**src/hdl/epr_pkg.sv**
```systemverilog
// ----------------------------------------------------------------------------
// epr_pkg
// Shared sizes, codes and types of the rotate-XOR entropy pool.
// ----------------------------------------------------------------------------
package epr_pkg;

    // Pool geometry
    localparam int POOL_BYTES   = 32;
    localparam int POOL_BITS    = POOL_BYTES * 8;
    localparam int AW           = $clog2(POOL_BYTES);
    localparam int EST_W        = $clog2(POOL_BITS + 1);
    localparam int DLV_W        = $clog2(POOL_BYTES + 1);
    localparam int EVENT_BYTES  = 8;
    localparam int JITTER_BYTES = 2;
    localparam int CNT_W        = (DLV_W > 4) ? DLV_W : 4;
    localparam int MIX_W        = EVENT_BYTES * 8;
    localparam int PHASE_W      = 3;

    // Configuration register
    localparam int MIN_W                  = 9;
    localparam int PADDR_W                = 3;
    localparam logic [MIN_W-1:0] MIN_BITS_RESET = 9'd128;
    localparam logic             REG_MIN_BITS   = 1'b0;

    // Input function codes
    typedef enum logic [1:0] {
        FUNC_EVENT   = 2'd0,
        FUNC_JITTER  = 2'd1,
        FUNC_EXTRACT = 2'd2,
        FUNC_STATUS  = 2'd3
    } t_func;

    // Result kinds
    typedef enum logic [1:0] {
        KIND_STATUS  = 2'd0,
        KIND_DATA    = 2'd1,
        KIND_REFUSED = 2'd2
    } t_kind;

endpackage

```
**src/hdl/entropy_pool_rotxor.sv**
```systemverilog
// ----------------------------------------------------------------------------
// entropy_pool_rotxor
// Entropy pool mixed by rotate-XOR, with an APB register for the extract
// threshold.
//
//   Channel   Direction  Handshake                   Payload
//   in        input      i_in_valid / o_in_ready     func, source_irq, timestamp,
//                                                    jitter_value, request_bytes
//   out       output     o_out_valid / i_out_ready   kind, data_byte, delivered,
//                                                    bit_estimate, event_count, last
//   apb       input      psel, penable, pwrite       paddr, pwdata -> prdata
//
// Mixing: one pool byte per cycle through the pipelined read-modify-write of
//   the pool RAM; a new item is accepted only once the previous one is done.
// Extract: each delivered byte takes a read step, then a step that writes it back and loads the result.
// Reset: synchronous; pool bytes read as zero through per-byte written flags,
//   so no clearing pass is needed.
// Stalls: a full result register holds extract between bytes and holds status and refusal
//   results; mixing items produce no result and never wait on the output side.
// ----------------------------------------------------------------------------
module entropy_pool_rotxor
    import epr_pkg::*;
(
    input  logic               i_clk,
    input  logic               i_rst_n,
    // item input
    input  logic               i_in_valid,
    output logic               o_in_ready,
    input  logic [1:0]         i_func,
    input  logic [7:0]         i_source_irq,
    input  logic [31:0]        i_timestamp,
    input  logic [15:0]        i_jitter_value,
    input  logic [7:0]         i_request_bytes,
    // result output
    output logic               o_out_valid,
    input  logic               i_out_ready,
    output logic [1:0]         o_kind,
    output logic [7:0]         o_data_byte,
    output logic [DLV_W-1:0]   o_delivered,
    output logic [EST_W-1:0]   o_bit_estimate,
    output logic [31:0]        o_event_count,
    output logic               o_last,
    // configuration
    input  logic               psel,
    input  logic               penable,
    input  logic               pwrite,
    input  logic [PADDR_W-1:0] paddr,
    input  logic [31:0]        pwdata,
    output logic [31:0]        prdata,
    output logic               pready
);

    logic [MIN_W-1:0] r_min_bits;
    logic             apb_wr;
    logic             sel_min;

    assign sel_min = (paddr[PADDR_W-1:2] == REG_MIN_BITS);
    assign apb_wr  = psel && penable && pwrite;

    // Threshold register
    always_ff @(posedge i_clk) begin
        if (!i_rst_n) begin
            r_min_bits <= MIN_BITS_RESET;
        end else if (apb_wr && sel_min) begin
            r_min_bits <= pwdata[MIN_W-1:0];
        end
    end

    // Read back
    assign prdata = sel_min ? 32'(r_min_bits) : 32'd0;
    assign pready = 1'b1;

    epr_core u_core (
        .i_clk           (i_clk),
        .i_rst_n         (i_rst_n),
        .i_min_bits      (r_min_bits),
        .i_in_valid      (i_in_valid),
        .o_in_ready      (o_in_ready),
        .i_func          (i_func),
        .i_source_irq    (i_source_irq),
        .i_timestamp     (i_timestamp),
        .i_jitter_value  (i_jitter_value),
        .i_request_bytes (i_request_bytes),
        .o_out_valid     (o_out_valid),
        .i_out_ready     (i_out_ready),
        .o_kind          (o_kind),
        .o_data_byte     (o_data_byte),
        .o_delivered     (o_delivered),
        .o_bit_estimate  (o_bit_estimate),
        .o_event_count   (o_event_count),
        .o_last          (o_last)
    );

endmodule

```
**src/hdl/epr_ram.sv**
```systemverilog
// ----------------------------------------------------------------------------
// epr_ram
// Generic single-write, single-read RAM with registered read data.
// ----------------------------------------------------------------------------
module epr_ram #(
    parameter int WIDTH = 8,
    parameter int DEPTH = 32
) (
    input  logic                     i_clk,
    input  logic                     i_we,
    input  logic [$clog2(DEPTH)-1:0] i_waddr,
    input  logic [WIDTH-1:0]         i_wdata,
    input  logic [$clog2(DEPTH)-1:0] i_raddr,
    output logic [WIDTH-1:0]         o_rdata
);

    logic [WIDTH-1:0] r_mem [DEPTH];
    logic [WIDTH-1:0] r_rdata;

    // Write port and registered read port
    always_ff @(posedge i_clk) begin
        if (i_we) begin
            r_mem[i_waddr] <= i_wdata;
        end
        r_rdata <= r_mem[i_raddr];
    end

    assign o_rdata = r_rdata;

endmodule

```
**src/hdl/epr_core.sv**
```systemverilog
// ----------------------------------------------------------------------------
// epr_core
// Sequencer of the pool: one read-modify-write per pool byte, estimate and
// counters, and the result register.
// ----------------------------------------------------------------------------
module epr_core
    import epr_pkg::*;
(
    input  logic             i_clk,
    input  logic             i_rst_n,
    input  logic [MIN_W-1:0] i_min_bits,
    input  logic             i_in_valid,
    output logic             o_in_ready,
    input  logic [1:0]       i_func,
    input  logic [7:0]       i_source_irq,
    input  logic [31:0]      i_timestamp,
    input  logic [15:0]      i_jitter_value,
    input  logic [7:0]       i_request_bytes,
    output logic             o_out_valid,
    input  logic             i_out_ready,
    output logic [1:0]       o_kind,
    output logic [7:0]       o_data_byte,
    output logic [DLV_W-1:0] o_delivered,
    output logic [EST_W-1:0] o_bit_estimate,
    output logic [31:0]      o_event_count,
    output logic             o_last
);

    typedef enum logic [2:0] {
        S_IDLE,
        S_MIX,
        S_EX_RD,
        S_EX_WR,
        S_RESP
    } t_state;

    t_state              r_state;
    logic [AW-1:0]       r_wpos;
    logic [EST_W-1:0]    r_est;
    logic [31:0]         r_evc;
    logic [31:0]         r_prev;
    logic [PHASE_W-1:0]  r_phase;
    logic [POOL_BYTES-1:0] r_vld;

    logic [MIX_W-1:0]    r_mix;
    logic [AW-1:0]       r_addr;
    logic [CNT_W-1:0]    r_cnt;
    logic [CNT_W-1:0]    r_len;
    logic [DLV_W-1:0]    r_dlv;
    t_kind               r_resp_kind;

    logic                r_w_valid;
    logic [AW-1:0]       r_w_addr;
    logic [7:0]          r_w_byte;
    logic                r_w_rot;

    logic                r_out_valid;
    t_kind               r_kind;
    logic [7:0]          r_data;
    logic [DLV_W-1:0]    r_odlv;
    logic [EST_W-1:0]    r_oest;
    logic [31:0]         r_oevc;
    logic                r_last;

    logic [7:0]          ram_rdata;
    logic [7:0]          rd_byte;
    logic [7:0]          n_byte;
    logic [AW-1:0]       addr_inc;
    logic [CNT_W-1:0]    cnt_next;
    logic                out_free;
    logic [EST_W-1:0]    est_bump;
    logic [DLV_W-1:0]    ex_len;
    logic [EST_W-1:0]    ex_charge;
    logic [31:0]         delta;
    logic                n_w_valid;
    logic                n_out_valid;

    // Pool storage
    epr_ram #(
        .WIDTH (8),
        .DEPTH (POOL_BYTES)
    ) u_pool (
        .i_clk   (i_clk),
        .i_we    (r_w_valid),
        .i_waddr (r_w_addr),
        .i_wdata (n_byte),
        .i_raddr (r_addr),
        .o_rdata (ram_rdata)
    );

    // Never-written bytes read as zero
    assign rd_byte = r_vld[r_w_addr] ? ram_rdata : 8'h00;

    // Modify step: rotate left by one for events, plain XOR otherwise
    assign n_byte = r_w_rot ? ({rd_byte[6:0], rd_byte[7]} ^ r_w_byte)
                            : (rd_byte ^ r_w_byte);

    assign addr_inc  = (r_addr == AW'(POOL_BYTES - 1)) ? '0 : r_addr + 1'b1;
    assign cnt_next  = r_cnt + 1'b1;
    assign out_free  = !r_out_valid || i_out_ready;
    assign est_bump  = (r_est < EST_W'(POOL_BITS)) ? r_est + 1'b1 : r_est;
    assign delta     = i_timestamp - r_prev;

    // Clamp the extract request to the pool size and price it
    assign ex_len    = (32'(i_request_bytes) > 32'(POOL_BYTES)) ? DLV_W'(POOL_BYTES)
                                                                : DLV_W'(i_request_bytes);
    assign ex_charge = EST_W'({ex_len, 3'b000});

    // Write strobe for each mixed or remixed byte
    assign n_w_valid   = (r_state == S_MIX) || ((r_state == S_EX_RD) && out_free);

    // Load a new result, else hold the current one until it is transferred
    assign n_out_valid = (r_state == S_EX_WR) || ((r_state == S_RESP) && out_free)
                         || (r_out_valid && !i_out_ready);

    // Sequencer, pool state and result register
    always_ff @(posedge i_clk) begin
        if (!i_rst_n) begin
            r_state     <= S_IDLE;
            r_wpos      <= '0;
            r_est       <= '0;
            r_evc       <= '0;
            r_prev      <= '0;
            r_phase     <= '0;
            r_vld       <= '0;
            r_w_valid   <= 1'b0;
            r_out_valid <= 1'b0;
        end else begin
            r_w_valid   <= n_w_valid;
            r_out_valid <= n_out_valid;
            // mark written bytes
            if (r_w_valid) begin
                r_vld[r_w_addr] <= 1'b1;
            end

            unique case (r_state)
                S_IDLE: begin
                    if (i_in_valid) begin
                        r_cnt  <= '0;
                        r_addr <= r_wpos;
                        unique case (t_func'(i_func))
                            FUNC_EVENT: begin
                                if (i_source_irq != 8'd0) begin
                                    r_prev  <= i_timestamp;
                                    r_evc   <= r_evc + 1'b1;
                                    r_est   <= est_bump;
                                    r_mix   <= {delta, i_timestamp};
                                    r_w_rot <= 1'b1;
                                    r_len   <= CNT_W'(EVENT_BYTES);
                                    r_state <= S_MIX;
                                end
                            end
                            FUNC_JITTER: begin
                                r_mix   <= MIX_W'(i_jitter_value);
                                r_w_rot <= 1'b0;
                                r_len   <= CNT_W'(JITTER_BYTES);
                                if (r_phase == '1) begin
                                    r_est <= est_bump;
                                end
                                r_phase <= r_phase + 1'b1;
                                r_state <= S_MIX;
                            end
                            FUNC_EXTRACT: begin
                                if (i_request_bytes == 8'd0) begin
                                    r_resp_kind <= KIND_STATUS;
                                    r_state     <= S_RESP;
                                end else if (r_est < i_min_bits) begin
                                    r_resp_kind <= KIND_REFUSED;
                                    r_state     <= S_RESP;
                                end else begin
                                    r_est   <= (r_est > ex_charge) ? r_est - ex_charge : '0;
                                    r_len   <= CNT_W'(ex_len);
                                    r_dlv   <= ex_len;
                                    r_mix   <= MIX_W'(i_timestamp[7:0]);
                                    r_w_rot <= 1'b0;
                                    r_state <= S_EX_RD;
                                end
                            end
                            FUNC_STATUS: begin
                                r_resp_kind <= KIND_STATUS;
                                r_state     <= S_RESP;
                            end
                        endcase
                    end
                end

                // issue one read a cycle; the write follows in the next cycle
                S_MIX: begin
                    r_w_addr  <= r_addr;
                    r_w_byte  <= r_mix[7:0];
                    r_mix     <= r_mix >> 8;
                    r_addr    <= addr_inc;
                    r_wpos    <= addr_inc;
                    r_cnt     <= cnt_next;
                    if (cnt_next == r_len) begin
                        r_state <= S_IDLE;
                    end
                end

                // read the next byte only when the result register can take it
                S_EX_RD: begin
                    if (out_free) begin
                        r_w_addr  <= r_addr;
                        r_w_byte  <= r_mix[7:0];
                        r_state   <= S_EX_WR;
                    end
                end

                // deliver the old byte while the remixed one is written back
                S_EX_WR: begin
                    r_kind      <= KIND_DATA;
                    r_data      <= rd_byte;
                    r_odlv      <= r_dlv;
                    r_oest      <= r_est;
                    r_oevc      <= r_evc;
                    r_last      <= (cnt_next == r_len);
                    r_cnt       <= cnt_next;
                    r_addr      <= addr_inc;
                    r_state     <= (cnt_next == r_len) ? S_IDLE : S_EX_RD;
                end

                // single status or refusal result
                S_RESP: begin
                    if (out_free) begin
                        r_kind      <= r_resp_kind;
                        r_data      <= 8'h00;
                        r_odlv      <= '0;
                        r_oest      <= r_est;
                        r_oevc      <= r_evc;
                        r_last      <= 1'b1;
                        r_state     <= S_IDLE;
                    end
                end

                default: begin
                    r_state <= S_IDLE;
                end
            endcase
        end
    end

    assign o_in_ready     = (r_state == S_IDLE);
    assign o_out_valid    = r_out_valid;
    assign o_kind         = r_kind;
    assign o_data_byte    = r_data;
    assign o_delivered    = r_odlv;
    assign o_bit_estimate = r_oest;
    assign o_event_count  = r_oevc;
    assign o_last         = r_last;

endmodule
```
**config.mk**
```make
export PLATFORM = sky130hd
export DESIGN_NAME = entropy_pool_rotxor
export DESIGN_NICKNAME = d
export VERILOG_FILES = /design/src/hdl/epr_pkg.sv /design/src/hdl/entropy_pool_rotxor.sv /design/src/hdl/epr_ram.sv /design/src/hdl/epr_core.sv
export SDC_FILE = /design/constraint.sdc
export NUM_CORES = 1
export LEC_CHECK = 0
export ABC_AREA = 1
export BUFFER_PORTS_ARGS = -buffer_cell sky130_fd_sc_hd__buf_2
export CAP_MARGIN = 10
export CELL_PAD_IN_SITES_DETAIL_PLACEMENT = 0
export CELL_PAD_IN_SITES_GLOBAL_PLACEMENT = 1
export CORE_MARGIN = 3
export CORE_UTILIZATION = 50
export CTS_CLUSTER_SIZE = 16
export DETAILED_ROUTE_END_ITERATION = 16
export GPL_ROUTABILITY_DRIVEN = 0
export PLACE_DENSITY = 0.95
export SYNTH_ARGS = -nofsm -noshare
export SYNTH_HDL_FRONTEND = slang
export SYNTH_HIERARCHICAL = 1
export SYNTH_SLANG_ARGS = --single-unit
export TNS_END_PERCENT = 30
```
**constraint.sdc**
```tcl
create_clock -name i_clk -period 9.9 [get_ports i_clk]
set_input_delay 0.495 -clock i_clk [delete_from_list [all_inputs] [get_ports i_clk]]
set_output_delay 0.495 -clock i_clk [all_outputs]
set_load 0.03 [all_outputs]
```
==> metrics <==
via density per instance 5.47; peak fanout along the critical path 56; cells along the critical path inv_1 > nor2_1 > inv_2 > nor2_4 > buf_4 > inv_2 > nand2_1 > inv_2 > a32o_1; combinational cell fraction of total power 0.200; part of the power in registers 0.446; Num CTS Buffers 55; number of buffers and inverters on the critical path 5; Avg Cell Area, Syn 9.27 µm²; area of the placeable core 50,700 µm²; final critical delay including setup and external delays 3.90 ns; Net Switching 0.00186 W; buffers inserted by post-CTS timing repair 0; area growth from synthesis to final layout 11.8%; remaining antenna violation count 0; Async SR Flop Fraction 0; status completed; clk buf depth 3; endpoint type of the worst setup path register; DP Worst Slack 6.07 ns; number of buffers inserted for hold repair after clock tree synthesis 0; all-layer global routing usage 0.231; synthesis-stage register bit count 551; most heavily used metal layer in global routing met2; RSZ-0062 raised after global routing false; pwr dens 217 nW/µm²; wirelength, routed 63,200 µm; wire length of the first global-routing pass 100,000 µm; fraction of the cycle the final worst path needs 0.394; Max-Slew Margin vs Limit 0.216; final setup margin 6.00 ns; Cell Rows 82; fraction of final layout cells sized beyond drive strength 1 0.0981; number of levels in the clock H-tree 2; top_reg_cell synth sky130_fd_sc_hd__edfxtp_1; critical path's most frequent cell sky130_fd_sc_hd__inv_2; Fmax achieved 0.256 GHz; CP startpoint u_core/r_state[0]$_SDFFE_PN0P_; type of element launching the critical path register; Hold WC Path Type input port to register; Post-Synthesis Cell Area 25,900 µm²; clock power share 0.354; DR vias 19,904; number of warning messages in the yosys log 6; global-route track usage on met2 0.399; fraction of met1 tracks used by global routing 0.292; peak ir drop on the vdd network 0.172 mV; Slowest Stage Delay on Critical Path 0.63 ns; count of buffers inserted at the top-level ports 151; Worst Setup Path Type register to register; sum of negative setup slack 0 ns; Final Hold Vio Count 0; critical path's top delay family buffers and inverters; TritonCTS clock tree built; chip height 234 µm; met3 demand-to-capacity share in global routing 0.0361; Slowest-stage cell, CP sky130_fd_sc_hd__nand2_1; maximum capacitance violations 0; number of enable-type register cells in the synthesized netlist 416; initial antenna violation count 3; Filler cells 4,354; Static Leakage 11.4 nW; number of iterations in the first detailed-routing pass 5; fin nets 3,090; slew at the pin closest to its max-slew limit 1.17 ns; number of sinks handled by clock tree synthesis 551; largest clock skew in the final design 0.0244 ns; DIE AREA 54,600 µm²; final number of setup-violating endpoints 0; remaining global-route overflow 0; Slew Limit Fails 0; chip width 234 µm; Initial Util 0.511; detailed-route wire length per cell 17.3 µm; setup slack on the worst flop-to-flop path 6.00 ns; half-perimeter wire length of the detailed placement result 41,700 µm; clock tree root buffer cell sky130_fd_sc_hd__clkbuf_16; count of routing violations after the opening detailed-route iteration 1,880; part of the Yosys area used for sequential elements 0.586; pin count of the biggest net entering global routing 104; design internal power 0.00441 W; Mapped Cells 2,796; endpoint arrival time on the critical path 4.24 ns; switching part of the total 0.297; Yosys cell types 44; via count of the first global-routing pass 19,552; Required @ worst endpoint 10.24 ns; number of primary I/O pins 201; clock insertion delay at the later pin of the skew report 0.61 ns; final routed DRC violation total 0; Clk pin slew, worst setup/hold paths 0.06 ns; post-cts resize count 0; launch instance of the worst min-delay path pwdata[7]; fraction of the core area covered by cells at the end of the flow 0.571; launch instance of the worst register-to-register path u_core/r_state[0]$_SDFFE_PN0P_
cell type report:
cell class / instances / area, µm² / share of cell area
inverters: 233 / 875 / 0.0302
diodes: 3 / 7.51 / 0.000259
repair buffers: 170 / 973 / 0.0336
clock inverters: 24 / 369 / 0.0127
multi-input cells: 1909 / 9120 / 0.315
flip-flops and latches: 551 / 15200 / 0.525
well taps: 672 / 841 / 0.0290
clock buffers: 79 / 1590 / 0.0548
flip-flops by register name, indices dropped and copies added (netlist names), 8 cells and up:
signal / count
u_core/o_data_byte: 8
u_core/r_w_byte: 8
u_core/u_pool/o_rdata: 8
r_min_bits: 9
u_core/r_evc: 32
u_core/o_bit_estimate: 9
u_core/r_mix: 64
u_core/r_vld: 32
u_core/o_event_count: 32
u_core/u_pool/r_mem: 256
u_core/r_est: 9
u_core/r_prev: 32
stage by stage:
stage	power (W)	std cells	hold WS (ns)	instance area, µm²
2_1_floorplan	0.00374	2818	0.400	26000
3_3_place_gp	0.00403	3529	0.411	26900
6_report	0.00627	3641	0.113	29000
4_1_cts	0.00629	3632	0.0747	28800
5_1_grt	0.00657	3641	0.0860	29000
3_5_place_dp	0.00407	3529	0.412	26900
synth_stat cells, drive strengths merged (5+ instances only):
master | number | area share
a21oi | 174 | 0.034
a22o | 17 | 0.0057
a31oi | 10 | 0.0024
buf | 89 | 0.027
clkbuf | 36 | 0.0052
dfxtp | 135 | 0.10
edfxtp | 416 | 0.48
ha | 60 | 0.029
inv | 231 | 0.033
nand2 | 768 | 0.11
nand3 | 327 | 0.064
nand3b | 5 | 0.0014
nand4 | 20 | 0.0048
nor2 | 277 | 0.042
nor3 | 40 | 0.0079
nor3b | 5 | 0.0014
o21a | 8 | 0.0023
o21ai | 121 | 0.023
o21bai | 5 | 0.0014
or2 | 5 | 0.0012
xnor2 | 13 | 0.0044
xor2 | 12 | 0.0041
cell usage in the layout (no fill, tap or decap), types with 24 or more instances in the layout:
| master | synthesis | routed |
|---|---|---|
| sky130_fd_sc_hd__conb_1 | 2 | 24 |
| sky130_fd_sc_hd__ha_1 | 60 | 60 |
| sky130_fd_sc_hd__clkbuf_16 | 0 | 56 |
| sky130_fd_sc_hd__edfxtp_1 | 416 | 416 |
| sky130_fd_sc_hd__nand2_1 | 761 | 761 |
| sky130_fd_sc_hd__nand3_1 | 325 | 325 |
| sky130_fd_sc_hd__nor3_1 | 39 | 39 |
| sky130_fd_sc_hd__buf_2 | 29 | 151 |
| sky130_fd_sc_hd__inv_1 | 222 | 222 |
| sky130_fd_sc_hd__nor2_1 | 270 | 269 |
| sky130_fd_sc_hd__o21ai_0 | 119 | 119 |
| sky130_fd_sc_hd__a21oi_1 | 174 | 173 |
| sky130_fd_sc_hd__dfxtp_1 | 135 | 135 |
final timing paths:
| check | endpoint | cells after the start |
|---|---|---|
| setup / recovery | u_core/r_mix[34]$_DFFE_PP_ | 9 |
| hold / removal | r_min_bits[7]$_SDFFE_PN1P_ | 3 |
| setup reg to reg | u_core/r_mix[34]$_DFFE_PP_ | 9 |
| hold reg to reg | u_core/r_w_byte[4]$_DFFE_PP_ | 0 |
layer usage:
layer	wire, µm	share of wire	vias to the layer above
met2	31500	0.50	684
met3	3750	0.059	128
met4	2070	0.033	0
met5	0	0	-
li1	-	-	9642
met1	25800	0.41	9450
power groups by stage:
stage          clock, W  combinational, W  sequential (W)
3_5_place_dp          0           0.00122         0.00285
6_report        0.00222           0.00126         0.00280
4_1_cts         0.00226           0.00123         0.00280
5_1_grt         0.00235           0.00140         0.00282
3_3_place_gp          0           0.00119         0.00284
2_1_floorplan         0          0.000883         0.00286
tightest hold or removal path: cells and delay by family:
kind | cells | cell delay [ns]
buffers and inverters | 1 | 0.08
AND/OR/NAND/NOR | 2 | 0.10
cells by family (layout without fill, tap and decap cells):
group / after synthesis / after routing / synth area share
AND/OR/NAND/NOR: 1453 / 1453 / 0.237
buffers and inverters: 358 / 506 / 0.0656
flip-flops: 551 / 551 / 0.586
XOR/XNOR: 25 / 25 / 0.00845
AO/OA/AOI/OAI: 345 / 345 / 0.0718
adder cells (fa/ha/maj): 62 / 62 / 0.0305
other: 2 / 27 / 0.000290
(Power assumes the default switching activity.)
